[config.mk]
export PLATFORM = sky130hd
export DESIGN_NAME = pgp_packet_stream_checker_unit
export DESIGN_NICKNAME = d
export VERILOG_FILES = /design/src/rtl/core/pgp_pkg.sv /design/src/rtl/core/pgp_in_stage.sv /design/src/rtl/core/pgp_parse_core.sv /design/src/rtl/core/pgp_out_stage.sv /design/src/rtl/core/pgp_packet_stream_checker_unit.sv
export SDC_FILE = /design/constraint.sdc
export NUM_CORES = 1
export LEC_CHECK = 0
export ABC_AREA = 1
export BUFFER_PORTS_ARGS = -buffer_cell sky130_fd_sc_hd__buf_4
export CAP_MARGIN = 20
export CORE_ASPECT_RATIO = 1.1
export CORE_UTILIZATION = 40
export CTS_CLUSTER_DIAMETER = 40
export DETAILED_ROUTE_END_ITERATION = 8
export SLEW_MARGIN = 20
export SYNTH_ARGS = -nofsm -noshare
export SYNTH_HDL_FRONTEND = slang
export SYNTH_HIERARCHICAL = 1
export SYNTH_SLANG_ARGS = --single-unit
export TNS_END_PERCENT = 30
[constraint.sdc]
create_clock -name clk -period 2.9 [get_ports clk]
set_clock_uncertainty 0.1 [all_clocks]
set_input_delay 0.725 -clock clk [delete_from_list [all_inputs] [get_ports clk]]
set_output_delay 0.725 -clock clk [all_outputs]
set_load 0.02 [all_outputs]
[src/rtl/core/pgp_pkg.sv]
// ----------------------------------------------------------------------------
// pgp_pkg
// Shared types and constants for the OpenPGP packet stream checker.
// ----------------------------------------------------------------------------
package pgp_pkg;

	// Limits of the checks.
	localparam int          MAX_FIRST_BODY   = 65535;
	localparam int          MAX_STREAM_BYTES = 65536;
	localparam logic [16:0] PKT_LIMIT        = (MAX_STREAM_BYTES < 131071) ?
		17'(MAX_STREAM_BYTES) : 17'h1FFFF;

	// Header decode constants.
	localparam logic [5:0] TAG_PUBLIC_KEY = 6'd6;
	localparam logic [7:0] KEY_VERSION    = 8'd4;

	// Result status codes.
	localparam logic [3:0] ST_OK          = 4'd0;
	localparam logic [3:0] ST_NO_MARKER   = 4'd1;
	localparam logic [3:0] ST_PARTIAL     = 4'd2;
	localparam logic [3:0] ST_INDETERM    = 4'd3;
	localparam logic [3:0] ST_TRUNCATED   = 4'd4;
	localparam logic [3:0] ST_NOT_KEY     = 4'd5;
	localparam logic [3:0] ST_BAD_VERSION = 4'd6;
	localparam logic [3:0] ST_TOO_BIG     = 4'd7;
	localparam logic [3:0] ST_SECOND_KEY  = 4'd8;

	// Parser phases.
	typedef enum logic [2:0] {
		PH_HDR,
		PH_NEW_L0,
		PH_NEW_L1,
		PH_LEN,
		PH_BODY,
		PH_DONE
	} pgp_phase_t;

	// One input item as held in the input register.
	typedef struct packed {
		logic       last_byte;
		logic [7:0] data_byte;
	} pgp_item_t;

	// One result item.
	typedef struct packed {
		logic [16:0] packet_count;
		logic [15:0] first_body_length;
		logic [2:0]  first_body_offset;
		logic [3:0]  status;
	} pgp_result_t;

	// Handshake between the parser and the output register.
	typedef struct packed {
		logic emit;
		logic out_free;
	} pgp_out_ctl_t;

	// Parser state.
	typedef struct packed {
		pgp_phase_t  phase;
		logic [7:0]  hdr;
		logic [2:0]  len_left;
		logic [31:0] accum;
		logic [31:0] body_left;
		logic        first;
		logic        ver_pend;
		logic [3:0]  err;
		logic [2:0]  offset;
		logic [15:0] flen;
		logic [16:0] pkts;
	} pgp_state_t;

	localparam pgp_state_t STATE_RESET = '{
		phase:     PH_HDR,
		hdr:       8'd0,
		len_left:  3'd0,
		accum:     32'd0,
		body_left: 32'd0,
		first:     1'b1,
		ver_pend:  1'b0,
		err:       ST_OK,
		offset:    3'd0,
		flen:      16'd0,
		pkts:      17'd0
	};

endpackage

[src/rtl/core/pgp_in_stage.sv]
// ----------------------------------------------------------------------------
// pgp_in_stage
// Input register that holds one stream byte until the parser takes it.
// ----------------------------------------------------------------------------
module pgp_in_stage (
	input  logic              clk,
	input  logic              arst_n,
	input  logic              in_valid,
	output logic              in_ready,
	input  pgp_pkg::pgp_item_t in_item,
	output logic              valid_s1,
	output pgp_pkg::pgp_item_t item_s1,
	input  logic              take
);

	// The register frees up in the same cycle that the parser consumes it.
	assign in_ready = !valid_s1 || take;

	always_ff @(posedge clk or negedge arst_n) begin
		if (!arst_n) begin
			valid_s1 <= 1'b0;
		end else if (in_ready) begin
			valid_s1 <= in_valid;
		end
	end

	// Payload needs no reset.
	always_ff @(posedge clk) begin
		if (in_valid && in_ready) begin
			item_s1 <= in_item;
		end
	end

endmodule

[src/rtl/core/pgp_parse_core.sv]
// ----------------------------------------------------------------------------
// pgp_parse_core
// Header decoder and check state, one byte per cycle unless a last byte stalls.
// ----------------------------------------------------------------------------
module pgp_parse_core #(
	parameter int MAX_FIRST_BODY   = pgp_pkg::MAX_FIRST_BODY,
	parameter int MAX_STREAM_BYTES = pgp_pkg::MAX_STREAM_BYTES
) (
	input  logic                 clk,
	input  logic                 arst_n,
	input  logic                 valid_s1,
	input  pgp_pkg::pgp_item_t   item_s1,
	output logic                 take,
	output pgp_pkg::pgp_out_ctl_t ctl,
	input  logic                 out_free,
	output pgp_pkg::pgp_result_t result
);

	// Limits at the widths of the state fields they are compared with.
	localparam logic [31:0] FIRST_BODY_LIMIT = 32'(MAX_FIRST_BODY);
	localparam logic [16:0] PKT_LIMIT        = (MAX_STREAM_BYTES < 131071) ?
		17'(MAX_STREAM_BYTES) : 17'h1FFFF;

	pgp_pkg::pgp_state_t cur_q;
	pgp_pkg::pgp_state_t nxt;
	logic [7:0]          b;
	logic [5:0]          tag;
	logic                key;
	logic                hd;
	logic [31:0]         hd_len;
	logic [2:0]          left_dec;
	logic [31:0]         body_dec;

	assign b = item_s1.data_byte;

	// A last byte waits until the output register can take its result.
	assign take         = valid_s1 && (!item_s1.last_byte || out_free);
	assign ctl.emit     = take && item_s1.last_byte;
	assign ctl.out_free = out_free;

	// Tag of the packet whose header byte is held.
	assign tag = cur_q.hdr[6] ? cur_q.hdr[5:0] : {2'b00, cur_q.hdr[5:2]};
	assign key = (tag == pgp_pkg::TAG_PUBLIC_KEY);

	assign left_dec = cur_q.len_left - 3'd1;
	assign body_dec = cur_q.body_left - 32'd1;

	// Next state for one byte.
	always_comb begin
		nxt    = cur_q;
		hd     = 1'b0;
		hd_len = 32'd0;
		case (cur_q.phase)
			pgp_pkg::PH_HDR: begin
				nxt.hdr = b;
				if (!b[7]) begin
					nxt.err   = pgp_pkg::ST_NO_MARKER;
					nxt.phase = pgp_pkg::PH_DONE;
				end else if (b[6]) begin
					nxt.phase = pgp_pkg::PH_NEW_L0;
				end else if (b[1:0] == 2'd3) begin
					nxt.err   = pgp_pkg::ST_INDETERM;
					nxt.phase = pgp_pkg::PH_DONE;
				end else begin
					nxt.len_left = (b[1:0] == 2'd0) ? 3'd1 :
						(b[1:0] == 2'd1) ? 3'd2 : 3'd4;
					if (cur_q.first) begin
						nxt.offset = 3'd1 + nxt.len_left;
					end
					nxt.accum = 32'd0;
					nxt.phase = pgp_pkg::PH_LEN;
				end
			end
			pgp_pkg::PH_NEW_L0: begin
				if (b < 8'd192) begin
					if (cur_q.first) begin
						nxt.offset = 3'd2;
					end
					hd     = 1'b1;
					hd_len = {24'd0, b};
				end else if (b < 8'd224) begin
					if (cur_q.first) begin
						nxt.offset = 3'd3;
					end
					nxt.accum = {24'd0, b - 8'd192};
					nxt.phase = pgp_pkg::PH_NEW_L1;
				end else if (b == 8'd255) begin
					if (cur_q.first) begin
						nxt.offset = 3'd6;
					end
					nxt.accum    = 32'd0;
					nxt.len_left = 3'd4;
					nxt.phase    = pgp_pkg::PH_LEN;
				end else begin
					nxt.err   = pgp_pkg::ST_PARTIAL;
					nxt.phase = pgp_pkg::PH_DONE;
				end
			end
			pgp_pkg::PH_NEW_L1: begin
				hd     = 1'b1;
				hd_len = {cur_q.accum[23:0], 8'd0} + {24'd0, b} + 32'd192;
			end
			pgp_pkg::PH_LEN: begin
				nxt.accum    = {cur_q.accum[23:0], b};
				nxt.len_left = left_dec;
				if (left_dec == 3'd0) begin
					hd     = 1'b1;
					hd_len = {cur_q.accum[23:0], b};
				end
			end
			pgp_pkg::PH_BODY: begin
				if (cur_q.ver_pend) begin
					nxt.ver_pend = 1'b0;
					if (!key) begin
						nxt.err = pgp_pkg::ST_NOT_KEY;
					end else if (b != pgp_pkg::KEY_VERSION) begin
						nxt.err = pgp_pkg::ST_BAD_VERSION;
					end else if (cur_q.accum > FIRST_BODY_LIMIT) begin
						nxt.err = pgp_pkg::ST_TOO_BIG;
					end else begin
						nxt.err = pgp_pkg::ST_OK;
					end
				end
				nxt.body_left = body_dec;
				if (body_dec == 32'd0) begin
					nxt.first = 1'b0;
					nxt.phase = (nxt.err != pgp_pkg::ST_OK) ?
						pgp_pkg::PH_DONE : pgp_pkg::PH_HDR;
				end
			end
			default: begin
			end
		endcase

		// A header whose length is complete.
		if (hd) begin
			nxt.accum = hd_len;
			if (cur_q.pkts < PKT_LIMIT) begin
				nxt.pkts = cur_q.pkts + 17'd1;
			end
			if (cur_q.first) begin
				nxt.flen = (hd_len > 32'h0000FFFF) ? 16'hFFFF : hd_len[15:0];
				if (hd_len == 32'd0) begin
					nxt.err   = key ? pgp_pkg::ST_BAD_VERSION : pgp_pkg::ST_NOT_KEY;
					nxt.phase = pgp_pkg::PH_DONE;
				end else begin
					nxt.ver_pend  = 1'b1;
					nxt.err       = pgp_pkg::ST_OK;
					nxt.body_left = hd_len;
					nxt.phase     = pgp_pkg::PH_BODY;
				end
			end else if (hd_len == 32'd0) begin
				if (key) begin
					nxt.err   = pgp_pkg::ST_SECOND_KEY;
					nxt.phase = pgp_pkg::PH_DONE;
				end else begin
					nxt.phase = pgp_pkg::PH_HDR;
				end
			end else begin
				nxt.err       = key ? pgp_pkg::ST_SECOND_KEY : pgp_pkg::ST_OK;
				nxt.body_left = hd_len;
				nxt.phase     = pgp_pkg::PH_BODY;
			end
		end
	end

	// Result fields taken from the state after the last byte.
	always_comb begin
		case (nxt.phase)
			pgp_pkg::PH_DONE: result.status = nxt.err;
			pgp_pkg::PH_HDR:  result.status = pgp_pkg::ST_OK;
			default:          result.status = pgp_pkg::ST_TRUNCATED;
		endcase
		result.first_body_offset = nxt.offset;
		result.first_body_length = nxt.flen;
		result.packet_count      = nxt.pkts;
	end

	// State register; the last byte of a stream returns it to reset.
	always_ff @(posedge clk or negedge arst_n) begin
		if (!arst_n) begin
			cur_q <= pgp_pkg::STATE_RESET;
		end else if (take) begin
			cur_q <= item_s1.last_byte ? pgp_pkg::STATE_RESET : nxt;
		end
	end

`ifndef NO_ASSERTIONS
	a_reset_after_last: assert property (@(posedge clk) disable iff (!arst_n)
		ctl.emit |=> (cur_q.phase == pgp_pkg::PH_HDR && cur_q.pkts == 17'd0 && cur_q.first))
		else $error("parser state not cleared after the last byte");
	a_body_nonzero: assert property (@(posedge clk) disable iff (!arst_n)
		(cur_q.phase == pgp_pkg::PH_BODY) |-> (cur_q.body_left != 32'd0))
		else $error("body phase with no bytes left");
	a_version_in_first: assert property (@(posedge clk) disable iff (!arst_n)
		cur_q.ver_pend |-> (cur_q.phase == pgp_pkg::PH_BODY && cur_q.first))
		else $error("version check pending outside the first body");
	a_done_has_error: assert property (@(posedge clk) disable iff (!arst_n)
		(cur_q.phase == pgp_pkg::PH_DONE) |-> (cur_q.err != pgp_pkg::ST_OK))
		else $error("done phase without an error code");
`endif

endmodule

[src/rtl/core/pgp_out_stage.sv]
// ----------------------------------------------------------------------------
// pgp_out_stage
// Result register that holds one result until the receiver takes it.
// ----------------------------------------------------------------------------
module pgp_out_stage (
	input  logic                  clk,
	input  logic                  arst_n,
	input  pgp_pkg::pgp_out_ctl_t ctl,
	output logic                  out_free,
	input  pgp_pkg::pgp_result_t  result,
	output logic                  out_valid,
	input  logic                  out_ready,
	output pgp_pkg::pgp_result_t  out_result
);

	logic                 valid_q;
	pgp_pkg::pgp_result_t result_q;

	// The slot is free when empty or emptied by a transfer this cycle.
	assign out_free   = !valid_q || out_ready;
	assign out_valid  = valid_q;
	assign out_result = result_q;

	always_ff @(posedge clk or negedge arst_n) begin
		if (!arst_n) begin
			valid_q <= 1'b0;
		end else if (ctl.out_free) begin
			valid_q <= ctl.emit;
		end
	end

	always_ff @(posedge clk) begin
		if (ctl.emit) begin
			result_q <= result;
		end
	end

endmodule

[src/rtl/core/pgp_packet_stream_checker_unit.sv]
// ----------------------------------------------------------------------------
// pgp_packet_stream_checker_unit
// Checks the packet framing of a binary OpenPGP key stream.
// ----------------------------------------------------------------------------
// Usage:
// The slave stream carries one stream byte per transfer in s_axis_tdata, with
// s_axis_tlast on the final byte. Header bytes are decoded, bodies are skipped,
// and the first packet is checked as a version-4 public key.
// The master stream carries one result per stream, sent for the byte marked
// tlast: status, offset and length of the first body, and the packet count.
// Bytes without tlast produce no transfer on the master side.
// Throughput is one byte per cycle, except that a last byte waits while the
// output register is full: every byte is decoded combinationally between the
// input register and parser state register. A last byte's result is written
// to the output register, which drives m_axis_tvalid.
// When the receiver stalls, the result waits in the output register and bytes
// keep flowing; only a further last byte waits in the input register until
// the pending result is taken.
// Reset clears the parser to the start of a stream and empties both registers.
// ----------------------------------------------------------------------------
module pgp_packet_stream_checker_unit #(
	parameter int MAX_FIRST_BODY   = pgp_pkg::MAX_FIRST_BODY,
	parameter int MAX_STREAM_BYTES = pgp_pkg::MAX_STREAM_BYTES
) (
	input  logic        clk,
	input  logic        arst_n,
	input  logic        s_axis_tvalid,
	output logic        s_axis_tready,
	input  logic [7:0]  s_axis_tdata,  // [7:0] data_byte
	input  logic        s_axis_tlast,  // last_byte
	output logic        m_axis_tvalid,
	input  logic        m_axis_tready,
	// [3:0] status, [6:4] first_body_offset, [22:7] first_body_length,
	// [39:23] packet_count
	output logic [39:0] m_axis_tdata
);

	pgp_pkg::pgp_item_t    in_item;
	pgp_pkg::pgp_item_t    item_s1;
	logic                  valid_s1;
	logic                  take;
	logic                  out_free;
	pgp_pkg::pgp_out_ctl_t ctl;
	pgp_pkg::pgp_result_t  result;
	pgp_pkg::pgp_result_t  out_result;

	assign in_item.data_byte = s_axis_tdata;
	assign in_item.last_byte = s_axis_tlast;

	// Input register.
	pgp_in_stage u_in (
		.clk      (clk),
		.arst_n   (arst_n),
		.in_valid (s_axis_tvalid),
		.in_ready (s_axis_tready),
		.in_item  (in_item),
		.valid_s1 (valid_s1),
		.item_s1  (item_s1),
		.take     (take)
	);

	// Header decoder and checks.
	pgp_parse_core #(
		.MAX_FIRST_BODY   (MAX_FIRST_BODY),
		.MAX_STREAM_BYTES (MAX_STREAM_BYTES)
	) u_core (
		.clk      (clk),
		.arst_n   (arst_n),
		.valid_s1 (valid_s1),
		.item_s1  (item_s1),
		.take     (take),
		.ctl      (ctl),
		.out_free (out_free),
		.result   (result)
	);

	// Result register.
	pgp_out_stage u_out (
		.clk        (clk),
		.arst_n     (arst_n),
		.ctl        (ctl),
		.out_free   (out_free),
		.result     (result),
		.out_valid  (m_axis_tvalid),
		.out_ready  (m_axis_tready),
		.out_result (out_result)
	);

	assign m_axis_tdata = out_result;

endmodule
; Word-level counts from Yosys, hierarchy flattened
; Index checks and enable logic that the tools add are counted.
[word_totals]
elab_cells = 150
inputBits = 13
mem_bits_rw = 0
output_inout_bits = 42
romBits = 0
latch_bits = 0
mem_count = 0
ff_bits = 170
[classes]
reduce_logical = 25
bitwise_logic = 0
n_mux = 73
addsub = 7
multipliers = 0
div_mod_pow = 0
n_shift = 0
magnitude_cmp = 5
n_eq_ne = 21
[ops]
columns = operator, count
row1 = two-way mux 35 bit, 5
row2 = two-way mux 120 bit, 1
row3 = case mux 35 bit (3 select lines), 1
row4 = two-way mux 32 bit, 3
row5 = case mux 32 bit (3 select lines), 1
row6 = two-way mux 3 bit, 25
row7 = > comparator 32 x 16 -> 1 bit (second input constant), 2
row8 = zero test 32 bit, 2
row9 = two-way mux 64 bit, 1
row10 = two-way mux 4 bit, 13
row11 = two-way mux 34 bit, 1
row12 = two-way mux 33 bit, 1
row13 = adder 32 x 8 -> 32 bit, 1
row14 = adder 32 x 8 -> 32 bit (second input constant), 1
row15 = two-way mux 16 bit, 2
row16 = subtractor 32 x 1 -> 32 bit (second input constant), 1
row17 = adder 17 x 1 -> 17 bit (second input constant), 1
row18 = < comparator 17 bit (second input constant), 1
row19 = two-way mux 17 bit, 1
row20 = < comparator 8 bit (second input constant), 2
row21 = two-way mux 8 bit, 2
row22 = inequality test 4 x 3 -> 1 bit (second input constant), 4
row23 = inequality test 3 bit (second input constant), 5
row24 = case mux 4 bit (3 select lines), 1
row25 = 34 further kinds, 53

; Logic depth before layout (Yosys ltp)
[depth]
word_depth = 14
mapped_depth = 23
depth_no_buf = 22

; Modules after synthesis
; The synthesis kept the hierarchy.
[by_module_without_submodules]
columns = mod, area_per_inst_um2, seq_area_each_um2, n_inst, cells_each
row1 = pgp_parse_core, 9280.2, 2979.1, 1, 1459
row2 = pgp_out_stage, 1248.7, 1226.2, 1, 47
row3 = pgp_in_stage, 315.3, 295.3, 1, 15

; Worst setup path before layout
; Ideal clock, no wire load.
[synth_timing]
kind = register to register
startpoint = register u_in/item_s1[6] (netlist name)
endpoint = register u_out.result_q, in the netlist u_out/out_result[2] (data pin)
stages_incl_launch_ff = 21
n_path_buf = 1
t_arrival_ps = 2412
setup_slack_ps = 136
path_cell_list = edfxtp_1 inv_1 ha_1 inv_1 nand3_1 nor2_1 nand3_1 nand3_1 nand2_1 nor2_1 nand2_1 nor2_1 and2_1 buf_6 nand2_4 nand2_8 nand2_2 a21oi_2 nand2_2 nand2_1 nand2_1
[synth_lines]
columns = element, line_no
row1 = "end signal, assigned", pgp_out_stage.sv:34  ; result_q <= result;
row2 = "end, declared", pgp_out_stage.sv:17  ; pgp_pkg::pgp_result_t result_q;

==> results.tsv <==
metric	value	unit
syn_area	0.0108	sq mm
boundaryPins	55	
die-area	0.0278	sq mm
rsz0062_at_grt	yes	
clk-insertion-delay-late	450	ps
cp-start-kind	flip-flop	
place.gp.congestion	0.933	
synth_area_leader_cell	dfrtp_1	
grt_pass1_vias	10575	
powerDensity	1230	mW/mm^2
cts_buffers	17	
place_ws	-54.2	ps
max_clock_freq	0.353	GHz
worst_pin_slew	945	ps
synth-xor-area-share	0.0121	
htreeDepth	4	
yosysUniqueCellTypes	51	
dp_hpwl	26900	microns
synth_compound_area_frac	0.163	
layout_setup_ws	68.7	ps
synthAdderAreaFrac	0.0115	
antenna_found_initial	0	
cts_tree	done	
globalRouteOverflowTotal	0	
max_slew_margin	0.369	
antennaDiodeCount	0	
initial_core_util	0.411	
clock_sinks	170	
leakage	6.35	nW
ys_ff_latch	170	
grt_max_degree	60	
finalSetupViolCount	0	
crit_arrival	2950	ps
dr.pass1.iters	5	
seq_area_frac_synth	0.415	
async_flop_share	0.712	
place_area	0.0125	sq mm
required	3020	ps
avgRoutedWirePerCell	17.6	microns
num_rows	62	
die_x	159	microns
hold_class	in2async	
critical_path_class	reg2reg	
min_period	2830	ps
synth_top_family_by_area	simple AND/OR/NAND/NOR gates	
outcome	finished, final reports clean	
synth-edff-count	49	
clockBufferDepth	2	
via_per_inst	5.35	
synthMuxAreaShare	0	
synthCells	1521	
end_kind	flip-flop	
drtIter0Drc	811	
synth_top_area_share	0.277	
grt_use_total	0.265	
report.final.slew_viol_count	0	
drc	0	
hold_viol	0	
synthFlopType	dfrtp_1	
area_growth_syn_to_layout	24.7	%
drv_cap	0	
postCtsHoldBufs	0	
crit_path_max_fanout	17	
final_cell_area	0.0135	sq mm
max-vdd-ir-drop	0.000486	V
synth.most_common_cell	nand2_1	
synth_area_leaders	dfrtp_1 28%, edfxtp_1 14%, nand2_1 12%	
synth_common_cells	354 x nand2_1, 217 x nor2_1, 191 x inv_1	
synth_warnings	6	
synthSimpleGateAreaFrac	0.302	
fin_nets	1706	
drive_gt1_frac	0.209	
die_y	175	microns
clk_pin_slew	80	ps
core_area	0.0264	sq mm
syn_nets	1544	
grt_pass1_wl	57200	microns
syn_avg_cell_area	7.13	sq um
ant_nets	0	
num_vias	10952	
root_buffer	clkbuf_16	
port_buffers	54	
drt-total-wl	36100	microns
timing.final.crit_share	0.976	
[path summary, 6_finish.rpt]
| path | startpoint | end | slack, ps | cells past startpoint |
|---|---|---|---|---|
| worst min-delay path | arst_n | u_core/cur_q[68] | 120 | 1 |
| worst max register to register | u_in/item_s1[6] | u_out/out_result[2] | 70 | 19 |
| max in group asynchronous | arst_n | u_core/cur_q[35] | 1880 | 2 |
| worst max-delay path | u_in/item_s1[6] | u_out/out_result[2] | 70 | 19 |
| min in group clk | s_axis_tdata[0] | u_in/item_s1[0] | 340 | 1 |
| worst min register to register | u_core/cur_q[28] | u_core/cur_q[28] | 390 | 2 |
[logic make-up after synthesis]
family | Yosys count
XOR/XNOR | 15
AO/OA/AOI/OAI | 309
flip-flops | 170
buffers and inverters | 261
adder cells (fa/ha/maj) | 10
AND/OR/NAND/NOR | 756
[sequential cells by signal (all words and copies together) (netlist names)]
name,count
u_core/cur_q,119
u_out/out_result,40
u_in/item_s1,9
u_in/valid_s1,1
u_out/out_valid,1
[cell type report]
type,count,area (sq um)
flip-flops and latches,170,4510
repair buffers,198,1580
well taps,352,440
inverters,206,786
clock buffers,17,425
clock inverters,15,156
multi-input cells,1090,5630
fillers,2647,12800
[where the power goes]
group	leakage [nW]	internal (W)	switching, W
registers	2.10	0.00329	0.000607
clock network	0.271	0.00114	0.00115
logic	3.98	0.00381	0.00665
[critical path: stages (launching register included)]
cell and delay (ps):
edfxtp_1 370, inv_1 70, ha_2 200, nor2_4 140, nand3_4 110, nor2_4 170, nand3_2 80, nand3_1 90
nand2_1 70, nor2_1 120, nand2_1 80, nor2_2 110, and2_1 200, nand2_4 90, nand2_8 130, nand2_2 70
a21oi_2 130, nand2_2 100, nand2_1 80, nand2_1 50
[stage by stage]
stage          instances  hold slack, ps   util  total power, W  setup TNS [ps]
3_5_place_dp        2008             369  0.475          0.0138           -81.2
4_1_cts             2040             137  0.498          0.0161           -9.99
6_report            2048             121  0.513          0.0166               0
3_3_place_gp        2008             361  0.475          0.0137           -9.89
2_1_floorplan       1521             329      -          0.0102               0
5_1_grt             2048             160  0.513          0.0180            -561
[timing repair]
action	CTS	global route
buffers inserted	0	8
setup endpoints to repair	8	83
pin swaps	0	29
gates cloned	0	0
gates resized for setup	5	98
hold endpoints to repair	0	0
[per-layer routing]
| metal | up-vias | global-route usage | wire [microns] |
|---|---|---|---|
| met4 | 0 | 0.101 | 934 |
| met3 | 57 | 0.0313 | 2070 |
| li1 | 5362 | - | - |
| met2 | 364 | 0.440 | 17200 |
| met5 | - | 0 | 0 |
| met1 | 5169 | 0.353 | 15900 |
[placed cells by master (no fill, tap or decap), types with 4 or more instances in the layout]
cell	netlist	routed
buf_4	3	188
a31oi_1	6	6
inv_2	6	12
nor2_8	4	4
ha_1	10	7
nor3_1	9	8
nand4_1	28	28
clkinvlp_4	0	4
inv_1	191	186
nor2_1	217	184
edfxtp_1	49	49
o21ai_2	1	6
xor2_1	14	12
o32ai_1	14	13
o22ai_1	53	53
nor2_4	2	17
inv_6	0	4
nand2_1	354	347
o211ai_1	9	9
a22oi_1	4	4
buf_12	0	6
nand2_2	6	13
and2_1	7	6
nand3_2	1	10
clkinv_1	5	4
dfrtp_1	120	116
dfrtp_2	0	4
nor2_2	10	28
nand3_1	109	99
a21oi_1	31	27
o21ai_1	21	20
o21ai_0	156	152
clkbuf_16	0	17
Power figures use the tool's default switching activity.
